--- config.mk ---
export PLATFORM = sky130hd
export DESIGN_NAME = open_address_hash_table
export DESIGN_NICKNAME = d
export VERILOG_FILES = /design/src/sv/oaht_pkg.sv /design/src/sv/open_address_hash_table.sv /design/src/sv/oaht_mem.sv /design/src/sv/oaht_ctrl.sv
export SDC_FILE = /design/constraint.sdc
export NUM_CORES = 2
export LEC_CHECK = 0
export BUFFER_PORTS_ARGS = -buffer_cell sky130_fd_sc_hd__buf_2
export CAP_MARGIN = 20
export CORE_UTILIZATION = 60
export DETAILED_ROUTE_END_ITERATION = 12
export GPL_TIMING_DRIVEN = 1
export PLACE_DENSITY = 0.73
export SETUP_SLACK_MARGIN = 0.02
export SLEW_MARGIN = 30
export SYNTH_ARGS = -nofsm -noshare
export SYNTH_HDL_FRONTEND = slang
export SYNTH_HIERARCHICAL = 1
export SYNTH_MEMORY_MAX_BITS = 65536
export SYNTH_SLANG_ARGS = --single-unit
--- constraint.sdc ---
create_clock -name clk -period 17.5 [get_ports clk]
set_input_delay 2.625 -clock clk [delete_from_list [all_inputs] [get_ports clk]]
set_output_delay 2.625 -clock clk [all_outputs]
set_load 0.05 [all_outputs]
--- src/sv/oaht_pkg.sv ---
// ----------------------------------------------------------------------------
// oaht_pkg
// Types, codes and default sizes shared by the open-address hash table files.
// ----------------------------------------------------------------------------
package oaht_pkg;

  localparam int unsigned SLOTS_DEF      = 64;
  localparam int unsigned KEY_BITS_DEF   = 32;
  localparam int unsigned VALUE_BITS_DEF = 32;

  localparam int unsigned STEP_BITS  = 6;
  localparam int unsigned HASH_BITS  = 32;
  localparam int unsigned HOME_DIGIT = 4;
  localparam int unsigned HOME_STEPS = HASH_BITS / HOME_DIGIT;
  localparam int unsigned OCC_BITS   = 7;
  localparam int unsigned STATE_BITS = 2;

  localparam int unsigned STEP_CAND [8] = '{3, 5, 7, 11, 13, 17, 19, 23};

  localparam logic [1:0] MODE_INSERT = 2'd0;
  localparam logic [1:0] MODE_DELETE = 2'd1;
  localparam logic [1:0] MODE_FIND   = 2'd2;

  localparam logic [1:0] RES_OK      = 2'd0;
  localparam logic [1:0] RES_EXISTS  = 2'd1;
  localparam logic [1:0] RES_MISSING = 2'd2;
  localparam logic [1:0] RES_FULL    = 2'd3;

  localparam logic [STATE_BITS-1:0] ST_FREE    = 2'd0;
  localparam logic [STATE_BITS-1:0] ST_BUSY    = 2'd1;
  localparam logic [STATE_BITS-1:0] ST_DELETED = 2'd2;

  typedef struct packed {
    logic [1:0]  mode;
    logic [31:0] key;
    logic [31:0] key_hash;
    logic [31:0] value;
  } in_item_t;

  typedef struct packed {
    logic [1:0]          status;
    logic [31:0]         found_value;
    logic [OCC_BITS-1:0] occupancy;
  } out_item_t;

endpackage

--- src/sv/open_address_hash_table.sv ---
// ----------------------------------------------------------------------------
// open_address_hash_table
// Fixed-capacity key/value table with fixed-stride probing and tombstones.
//
//   channel   ports                      request
//   in        in_valid  in_stall  in_data  mode, key, key_hash, value
//   out       out_valid out_stall out_data status, found_value, occupancy
//   cfg       cfg_we    cfg_wdata          probe_step
//
// a request issues one slot store read per probe cycle;
// a non power-of-two SLOTS first reduces the hash to the home slot
// after reset a clear pass marks every slot free before the first request
// the next request is taken while a result waits in the output register
// ----------------------------------------------------------------------------
module open_address_hash_table #(
  parameter int unsigned SLOTS      = oaht_pkg::SLOTS_DEF,
  parameter int unsigned KEY_BITS   = oaht_pkg::KEY_BITS_DEF,
  parameter int unsigned VALUE_BITS = oaht_pkg::VALUE_BITS_DEF
) (
  input  logic                             clk,
  input  logic                             rst_n,
  input  logic                             in_valid,
  output logic                             in_stall,
  input  oaht_pkg::in_item_t               in_data,
  output logic                             out_valid,
  input  logic                             out_stall,
  output oaht_pkg::out_item_t              out_data,
  input  logic                             cfg_we,
  input  logic [oaht_pkg::STEP_BITS-1:0]   cfg_wdata
);

  localparam int unsigned SLOT_W    = $clog2(SLOTS);
  localparam int unsigned ENT_W     = oaht_pkg::STATE_BITS + KEY_BITS + VALUE_BITS;
  localparam int unsigned STEP_VALS = 1 << oaht_pkg::STEP_BITS;
  localparam int unsigned DEF_STEP =
    (SLOTS % oaht_pkg::STEP_CAND[0] != 0) ? oaht_pkg::STEP_CAND[0] :
    (SLOTS % oaht_pkg::STEP_CAND[1] != 0) ? oaht_pkg::STEP_CAND[1] :
    (SLOTS % oaht_pkg::STEP_CAND[2] != 0) ? oaht_pkg::STEP_CAND[2] :
    (SLOTS % oaht_pkg::STEP_CAND[3] != 0) ? oaht_pkg::STEP_CAND[3] :
    (SLOTS % oaht_pkg::STEP_CAND[4] != 0) ? oaht_pkg::STEP_CAND[4] :
    (SLOTS % oaht_pkg::STEP_CAND[5] != 0) ? oaht_pkg::STEP_CAND[5] :
    (SLOTS % oaht_pkg::STEP_CAND[6] != 0) ? oaht_pkg::STEP_CAND[6] :
    (SLOTS % oaht_pkg::STEP_CAND[7] != 0) ? oaht_pkg::STEP_CAND[7] : 1;

  logic [oaht_pkg::STEP_BITS-1:0] step_r, step_nxt;
  logic [SLOT_W-1:0]              step_tab [STEP_VALS];
  logic [SLOT_W-1:0]              step_mod;
  logic                           out_valid_r, out_valid_nxt;
  oaht_pkg::out_item_t            out_data_r, out_data_nxt;
  logic                           res_valid;
  logic                           res_take;
  oaht_pkg::out_item_t            res_data;
  logic                           mem_we;
  logic [SLOT_W-1:0]              mem_waddr;
  logic [ENT_W-1:0]               mem_wdata;
  logic                           mem_re;
  logic [SLOT_W-1:0]              mem_raddr;
  logic [ENT_W-1:0]               mem_rdata;

  // stride reduced modulo the slot count
  for (genvar g = 0; g < STEP_VALS; g++) begin : g_step
    assign step_tab[g] = SLOT_W'(g % SLOTS);
  end

  assign step_mod = step_tab[step_r];
  assign step_nxt = cfg_we ? cfg_wdata : step_r;

  always_ff @(posedge clk) begin
    if (!rst_n) begin
      step_r <= oaht_pkg::STEP_BITS'(DEF_STEP);
    end else begin
      step_r <= step_nxt;
    end
  end

  assign res_take = res_valid && (!out_valid_r || !out_stall);

  always_comb begin
    out_valid_nxt = out_valid_r && out_stall;
    out_data_nxt  = out_data_r;
    if (res_take) begin
      out_valid_nxt = 1'b1;
      out_data_nxt  = res_data;
    end
  end

  always_ff @(posedge clk) begin
    if (!rst_n) begin
      out_valid_r <= 1'b0;
    end else begin
      out_valid_r <= out_valid_nxt;
    end
  end

  always_ff @(posedge clk) begin
    out_data_r <= out_data_nxt;
  end

  assign out_valid = out_valid_r;
  assign out_data  = out_data_r;

  oaht_ctrl #(
    .SLOTS      (SLOTS),
    .KEY_BITS   (KEY_BITS),
    .VALUE_BITS (VALUE_BITS)
  ) u_ctrl (
    .clk       (clk),
    .rst_n     (rst_n),
    .in_valid  (in_valid),
    .in_stall  (in_stall),
    .in_data   (in_data),
    .step_mod  (step_mod),
    .mem_we    (mem_we),
    .mem_waddr (mem_waddr),
    .mem_wdata (mem_wdata),
    .mem_re    (mem_re),
    .mem_raddr (mem_raddr),
    .mem_rdata (mem_rdata),
    .res_valid (res_valid),
    .res_take  (res_take),
    .res_data  (res_data)
  );

  oaht_mem #(
    .DEPTH (SLOTS),
    .WIDTH (ENT_W)
  ) u_mem (
    .clk   (clk),
    .we    (mem_we),
    .waddr (mem_waddr),
    .wdata (mem_wdata),
    .re    (mem_re),
    .raddr (mem_raddr),
    .rdata (mem_rdata)
  );

endmodule

--- src/sv/oaht_mem.sv ---
// ----------------------------------------------------------------------------
// oaht_mem
// Slot store: one write port, one read port, registered read data.
// ----------------------------------------------------------------------------
module oaht_mem #(
  parameter int unsigned DEPTH = oaht_pkg::SLOTS_DEF,
  parameter int unsigned WIDTH = 2 + oaht_pkg::KEY_BITS_DEF + oaht_pkg::VALUE_BITS_DEF
) (
  input  logic                     clk,
  input  logic                     we,
  input  logic [$clog2(DEPTH)-1:0] waddr,
  input  logic [WIDTH-1:0]         wdata,
  input  logic                     re,
  input  logic [$clog2(DEPTH)-1:0] raddr,
  output logic [WIDTH-1:0]         rdata
);

  logic [WIDTH-1:0] mem_q [DEPTH];
  logic [WIDTH-1:0] rdata_r;

  always_ff @(posedge clk) begin
    if (we) begin
      mem_q[waddr] <= wdata;
    end
  end

  always_ff @(posedge clk) begin
    if (re) begin
      rdata_r <= mem_q[raddr];
    end
  end

  assign rdata = rdata_r;

endmodule

--- src/sv/oaht_ctrl.sv ---
// ----------------------------------------------------------------------------
// oaht_ctrl
// Request sequencer: clear pass, home slot reduction, pipelined probing,
// decision and write-back into the slot store.
// ----------------------------------------------------------------------------
module oaht_ctrl #(
  parameter int unsigned SLOTS      = oaht_pkg::SLOTS_DEF,
  parameter int unsigned KEY_BITS   = oaht_pkg::KEY_BITS_DEF,
  parameter int unsigned VALUE_BITS = oaht_pkg::VALUE_BITS_DEF
) (
  input  logic                           clk,
  input  logic                           rst_n,
  input  logic                           in_valid,
  output logic                           in_stall,
  input  oaht_pkg::in_item_t             in_data,
  input  logic [$clog2(SLOTS)-1:0]       step_mod,
  output logic                           mem_we,
  output logic [$clog2(SLOTS)-1:0]       mem_waddr,
  output logic [oaht_pkg::STATE_BITS+KEY_BITS+VALUE_BITS-1:0] mem_wdata,
  output logic                           mem_re,
  output logic [$clog2(SLOTS)-1:0]       mem_raddr,
  input  logic [oaht_pkg::STATE_BITS+KEY_BITS+VALUE_BITS-1:0] mem_rdata,
  output logic                           res_valid,
  input  logic                           res_take,
  output oaht_pkg::out_item_t            res_data
);

  localparam int unsigned SLOT_W = $clog2(SLOTS);
  localparam int unsigned CNT_W  = $clog2(SLOTS + 1);
  localparam int unsigned HCNT_W = $clog2(oaht_pkg::HOME_STEPS);
  localparam bit          POW2   = (SLOTS & (SLOTS - 1)) == 0;
  localparam logic [SLOT_W:0]   SLOTS_X = (SLOT_W + 1)'(SLOTS);
  localparam logic [SLOT_W-1:0] LAST    = SLOT_W'(SLOTS - 1);
  localparam logic [HCNT_W-1:0] HLAST   = HCNT_W'(oaht_pkg::HOME_STEPS - 1);

  typedef enum logic [4:0] {
    S_CLEAR = 5'b00001,
    S_IDLE  = 5'b00010,
    S_HOME  = 5'b00100,
    S_PROBE = 5'b01000,
    S_OUT   = 5'b10000
  } state_t;

  state_t                          state_r, state_nxt;
  oaht_pkg::in_item_t              req_r, req_nxt;
  logic [oaht_pkg::HASH_BITS-1:0]  sh_r, sh_nxt;
  logic [SLOT_W-1:0]               rem_r, rem_nxt;
  logic [HCNT_W-1:0]               hcnt_r, hcnt_nxt;
  logic [SLOT_W-1:0]               slot_r, slot_nxt;
  logic [SLOT_W:0]                 iss_r, iss_nxt;
  logic                            rd_v_r, rd_v_nxt;
  logic [SLOT_W-1:0]               rd_idx_r, rd_idx_nxt;
  logic                            rd_last_r, rd_last_nxt;
  logic                            tomb_v_r, tomb_v_nxt;
  logic [SLOT_W-1:0]               tomb_r, tomb_nxt;
  logic [CNT_W-1:0]                busy_r, busy_nxt;
  oaht_pkg::out_item_t             res_r, res_nxt;

  logic [oaht_pkg::STATE_BITS-1:0] e_st;
  logic [KEY_BITS-1:0]             e_key;
  logic [VALUE_BITS-1:0]           e_val;
  logic [KEY_BITS-1:0]             key_k;
  logic                            hit;
  logic                            done;
  logic [1:0]                      status;
  logic [31:0]                     found;
  logic [SLOT_W:0]                 sum;
  logic [SLOT_W:0]                 tmp;
  logic [SLOT_W-1:0]               rem_w;
  logic [oaht_pkg::HASH_BITS-1:0]  sh_w;
  logic                            tomb_any;
  logic [SLOT_W-1:0]               tomb_idx;

  assign e_st  = mem_rdata[oaht_pkg::STATE_BITS+KEY_BITS+VALUE_BITS-1 -: oaht_pkg::STATE_BITS];
  assign e_key = mem_rdata[KEY_BITS+VALUE_BITS-1 -: KEY_BITS];
  assign e_val = mem_rdata[VALUE_BITS-1:0];
  assign key_k = KEY_BITS'(req_r.key);
  assign hit   = (e_st == oaht_pkg::ST_BUSY) && (e_key == key_k);
  assign tomb_any = tomb_v_r || (e_st == oaht_pkg::ST_DELETED);
  assign tomb_idx = tomb_v_r ? tomb_r : rd_idx_r;

  always_comb begin
    sum = {1'b0, slot_r} + {1'b0, step_mod};
    if (sum >= SLOTS_X) begin
      sum = sum - SLOTS_X;
    end
  end

  // home slot: remainder of the hash, four bits a cycle
  always_comb begin
    rem_w = rem_r;
    sh_w  = sh_r;
    for (int b = 0; b < oaht_pkg::HOME_DIGIT; b++) begin
      tmp = {rem_w, sh_w[oaht_pkg::HASH_BITS-1]};
      if (tmp >= SLOTS_X) begin
        tmp = tmp - SLOTS_X;
      end
      rem_w = tmp[SLOT_W-1:0];
      sh_w  = {sh_w[oaht_pkg::HASH_BITS-2:0], 1'b0};
    end
  end

  always_comb begin
    state_nxt   = state_r;
    req_nxt     = req_r;
    sh_nxt      = sh_r;
    rem_nxt     = rem_r;
    hcnt_nxt    = hcnt_r;
    slot_nxt    = slot_r;
    iss_nxt     = iss_r;
    rd_v_nxt    = 1'b0;
    rd_idx_nxt  = rd_idx_r;
    rd_last_nxt = rd_last_r;
    tomb_v_nxt  = tomb_v_r;
    tomb_nxt    = tomb_r;
    busy_nxt    = busy_r;
    res_nxt     = res_r;
    in_stall    = 1'b1;
    res_valid   = 1'b0;
    mem_we      = 1'b0;
    mem_waddr   = rd_idx_r;
    mem_wdata   = mem_rdata;
    mem_re      = 1'b0;
    mem_raddr   = slot_r;
    done        = 1'b0;
    status      = oaht_pkg::RES_MISSING;
    found       = '0;
    case (state_r)
      S_CLEAR: begin
        mem_we    = 1'b1;
        mem_waddr = slot_r;
        mem_wdata = {oaht_pkg::ST_FREE, (KEY_BITS + VALUE_BITS)'(0)};
        slot_nxt  = slot_r + 1'b1;
        if (slot_r == LAST) begin
          slot_nxt  = '0;
          state_nxt = S_IDLE;
        end
      end
      S_IDLE: begin
        in_stall = 1'b0;
        if (in_valid) begin
          req_nxt    = in_data;
          iss_nxt    = '0;
          tomb_v_nxt = 1'b0;
          sh_nxt     = in_data.key_hash;
          rem_nxt    = '0;
          hcnt_nxt   = '0;
          if (POW2) begin
            slot_nxt  = in_data.key_hash[SLOT_W-1:0];
            state_nxt = S_PROBE;
          end else begin
            state_nxt = S_HOME;
          end
        end
      end
      S_HOME: begin
        rem_nxt  = rem_w;
        sh_nxt   = sh_w;
        hcnt_nxt = hcnt_r + 1'b1;
        if (hcnt_r == HLAST) begin
          slot_nxt  = rem_w;
          state_nxt = S_PROBE;
        end
      end
      S_PROBE: begin
        if (iss_r != SLOTS_X) begin
          mem_re      = 1'b1;
          slot_nxt    = sum[SLOT_W-1:0];
          iss_nxt     = iss_r + 1'b1;
          rd_v_nxt    = 1'b1;
          rd_idx_nxt  = slot_r;
          rd_last_nxt = (iss_r == {1'b0, LAST});
        end
        if (rd_v_r) begin
          case (req_r.mode)
            oaht_pkg::MODE_INSERT: begin
              if (hit) begin
                done   = 1'b1;
                status = oaht_pkg::RES_EXISTS;
              end else if (e_st == oaht_pkg::ST_BUSY || e_st == oaht_pkg::ST_DELETED) begin
                if (e_st == oaht_pkg::ST_DELETED && !tomb_v_r) begin
                  tomb_v_nxt = 1'b1;
                  tomb_nxt   = rd_idx_r;
                end
                if (rd_last_r) begin
                  done = 1'b1;
                  if (tomb_any) begin
                    status = oaht_pkg::RES_OK;
                  end else begin
                    status = oaht_pkg::RES_FULL;
                  end
                end
              end else begin
                done   = 1'b1;
                status = oaht_pkg::RES_OK;
              end
              if (done && status == oaht_pkg::RES_OK) begin
                mem_we    = 1'b1;
                mem_waddr = tomb_idx;
                mem_wdata = {oaht_pkg::ST_BUSY, key_k, VALUE_BITS'(req_r.value)};
                busy_nxt  = busy_r + 1'b1;
              end
            end
            oaht_pkg::MODE_DELETE: begin
              if (hit) begin
                done      = 1'b1;
                status    = oaht_pkg::RES_OK;
                mem_we    = 1'b1;
                mem_waddr = rd_idx_r;
                mem_wdata = {oaht_pkg::ST_DELETED, e_key, e_val};
                if (busy_r != '0) begin
                  busy_nxt = busy_r - 1'b1;
                end
              end else if (rd_last_r) begin
                done = 1'b1;
              end
            end
            oaht_pkg::MODE_FIND: begin
              if (hit) begin
                done   = 1'b1;
                status = oaht_pkg::RES_OK;
                found  = 32'(e_val);
              end else if (e_st != oaht_pkg::ST_BUSY && e_st != oaht_pkg::ST_DELETED) begin
                done = 1'b1;
              end else if (rd_last_r) begin
                done = 1'b1;
              end
            end
            default: begin
              done = 1'b1;
            end
          endcase
          if (done) begin
            rd_v_nxt              = 1'b0;
            res_nxt.status        = status;
            res_nxt.found_value   = found;
            res_nxt.occupancy     = oaht_pkg::OCC_BITS'(busy_nxt);
            state_nxt             = S_OUT;
          end
        end
      end
      S_OUT: begin
        res_valid = 1'b1;
        if (res_take) begin
          state_nxt = S_IDLE;
        end
      end
      default: begin
        state_nxt = S_CLEAR;
        slot_nxt  = '0;
      end
    endcase
  end

  always_ff @(posedge clk) begin
    if (!rst_n) begin
      state_r <= S_CLEAR;
      slot_r  <= '0;
      busy_r  <= '0;
      rd_v_r  <= 1'b0;
    end else begin
      state_r <= state_nxt;
      slot_r  <= slot_nxt;
      busy_r  <= busy_nxt;
      rd_v_r  <= rd_v_nxt;
    end
  end

  always_ff @(posedge clk) begin
    req_r     <= req_nxt;
    sh_r      <= sh_nxt;
    rem_r     <= rem_nxt;
    hcnt_r    <= hcnt_nxt;
    iss_r     <= iss_nxt;
    rd_idx_r  <= rd_idx_nxt;
    rd_last_r <= rd_last_nxt;
    tomb_v_r  <= tomb_v_nxt;
    tomb_r    <= tomb_nxt;
    res_r     <= res_nxt;
  end

  assign res_data = res_r;

endmodule
==> results.md <==
- Outcome: finished, final reports clean
- Count leader, synth: edfxtp_1
- # port buffers: 125
- RR Startpoint: u_ctrl/key_k[2]
- # setup viols final: 0
- # fillers: 16820
- Max Buffers Root-to-Sink: 4
- Remaining DRCs: 0
- First-pass GRT wire length: 642.4 mm
- Hold slack final: 0.4038 ns
- Synth area leader: edfxtp_1
- Setup repair bufs after CTS: 0
- YS warnings: 6
- Worst slew pin tran: 1.096 ns
- Final TNS setup: 0 ns
- Placed cell area: 177000 um^2
- Vias: 85550
- DP HPWL: 245.0 mm
- Synth cell types: 64
- Drt wl/cell: 38.51 um
- Drt initial violations: 14430
- TritonCTS buffer count: 431
- Post-synth EDFFs: 4459
- Grt ovf: 0
- Clock sinks: 4484
- Placed Cells: 11190
- Global placement routability congestion: 0.8570
- CTS clock-pin slew for the worst setup and hold paths: 0.07 ns
- WP data required: 18.04 ns
- Main synth FF type: edfxtp_1
- Hold Path Depth: 0
- Final slew viol count: 0
- GRT Total Usage: 0.3241
- Hold/Removal Path Class: reg2reg
- Die footprint: 286600 um^2
- Die X: 535.4 um
- H-Tree Depth: 5
- Fin crit period: 7.970 ns
- Final Util: 0.6764
- VDD IR-drop max: 0.0001085 V
- Kind of end point of the critical path: flip-flop
- Crit path max fanout: 33
- # rows: 195
- Largest net degree at the start of global routing: 116
- Top cells by count, synth: edfxtp_1 (4459), mux4_2 (1056), buf_2 (189)
- Vias in the first global route: 84640
- Number of primary I/O pins: 152
- Mapped Area: 170700 um^2
- Initial Utilization: 0.6041
- Tcrit/Tclk final: 0.4555
- Fmax: 0.1255 GHz
- Syn_area_per_cell: 22.88 um^2
- Vias per cell: 7.133
- TritonRoute pass-1 iters: 7
- Die Ht: 535.4 um
- Synth-to-Final Area Change: 11.97%
- Hold endpoint: out_data[33]
- CTS tree: yes
- Nets: 8012
- Antenna violations before repair: 15
- Post-synthesis cell count: 7459
- Max Cap Violations: 0
- Clock skew: 0.08146 ns
- Pwr dens: 112.7 nW/um^2
- Flip-flop and latch area: 134400 um^2
- RSZ-0062 raised after global routing: no
- CP Class: reg2reg
- Post-synthesis register bit count: 4484
- Root buffer cell: clkbuf_16
- Syn nets: 7586
- Area contributors post-synth: edfxtp_1 (78%), mux4_2 (14%), mux2i_1 (0.86%)
- Critical R2R Capture: u_mem/mem_q[45][12]
- Total wire length: 461.9 mm
- Register area share after synthesis: 0.7874
- Final Hold Fails: 0
- Cts hold-fix bufs: 0
- Worst reg2reg path depth: 14
- DRT antenna net count: 0
- Min-delay src: u_ctrl/res_data[33]
- Static Leak: 0.05288 uW
- Core area: 282500 um^2
- Startpoint types: flip-flop
- Fin area: 191100 um^2
- Worst endpoint data arrival time: 8.51 ns
- Area of the multi-input gates: 34790 um^2
- Share of the synthesized area in the top cell type: 0.7845
- Clk_lat worst skew: 0.99 ns
- Register-to-register path setup slack: 9.53 ns
- Post-cts sizing count: 0
- Share of post-route cells with drive strength above 1: 0.2676
- FFs w/ async S/R, synth: 0
- Non-filler cells, final: 11990
- Max-slew headroom: 0.2696
[cells by family (layout without fill, tap and decap cells)]
family                   count (synthesis)  in the layout  synth area share
AND/OR/NAND/NOR                        633            633           0.01962
flip-flops                            4484           4484            0.7874
buffers and inverters                  455           1243           0.01309
adder cells (fa/ha/maj)                 18             18          0.001364
other                                    0              3                 0
multiplexers                          1202           1202            0.1479
AO/OA/AOI/OAI                          624            624           0.02837
XOR/XNOR                                43             43          0.002207
[layout make-up]
class | count | area share
well taps | 3743 | 0.02451
flip-flops and latches | 4484 | 0.7033
diodes | 3 | 0.00003928
clock inverters | 261 | 0.01360
repair buffers | 415 | 0.01707
inverters | 33 | 0.0006482
multi-input cells | 2520 | 0.1821
clock buffers | 534 | 0.05874
[report_power, final]
| group | leakage, uW | internal [uW] | switching [uW] | total [uW] |
|---|---|---|---|---|
| logic | 0.0103 | 284 | 428 | 712 |
| registers | 0.0359 | 11700 | 23.7 | 11700 |
| clock network | 0.00669 | 5070 | 4030 | 9090 |
[placed cells by master (no fill, tap or decap), types with 101 or more instances in the layout]
master	count
buf_2	125
mux2i_1	146
a22o_1	146
buf_4	245
clkbuf_16	433
nor3_1	101
and3_1	107
a22oi_1	174
edfxtp_1	4459
mux4_2	1056
clkinv_1	108
[metrics by stage]
stage               setup slack (ns)  power (uW)
floorplan                      9.253       12450
global placement               9.958       12650
detailed placement             9.951       12660
CTS                            9.855       21600
global route                   9.560       22010
finish                         9.530       21530
[routing by layer]
metal / GRT usage / share of wire
met1: 0.4466 / 0.34
met2: 0.4980 / 0.47
met3: 0.07700 / 0.14
met4: 0.1522 / 0.055
met5: 0 / 0.00051
[state kept, by name, summed over array words and instances (netlist names), 7 cells and up]
name and count:
out_data 41, u_ctrl/iss_r 7, u_ctrl/res_data 41, u_ctrl/req_r 34, u_ctrl/busy_r 7, u_mem/rdata 66, u_mem/mem_q 4224, u_ctrl/key_k 32
[worst max-delay path by stage]
stage	startpoint	depth (start not counted)	end	slack [ns]
global route	u_ctrl/key_k[2]	14	u_mem/mem_q[41][12]	9.56
CTS	u_ctrl/key_k[2]	14	u_mem/mem_q[45][12]	9.85
detailed placement	u_ctrl/key_k[2]	14	u_mem/mem_q[41][46]	9.95
floorplan	u_ctrl/key_k[12]	10	u_mem/mem_q[48][0]	9.25
finish	u_ctrl/key_k[2]	14	u_mem/mem_q[45][12]	9.53
global placement	u_ctrl/key_k[2]	14	u_mem/mem_q[44][34]	9.96
[critical path, cell delays in order, from the launching register on]
cell,delay [ns]
edfxtp_1,0.41
xnor2_1,0.57
or3b_1,0.40
or4b_1,0.84
o31ai_4,0.53
nor3_2,0.16
buf_4,0.43
a21oi_2,0.43
a221o_1,0.43
nand2_1,0.20
nor2_1,0.14
nand2_1,0.45
nor2_4,0.70
buf_4,0.75
buf_4,0.89
(Power assumes the default switching activity.)
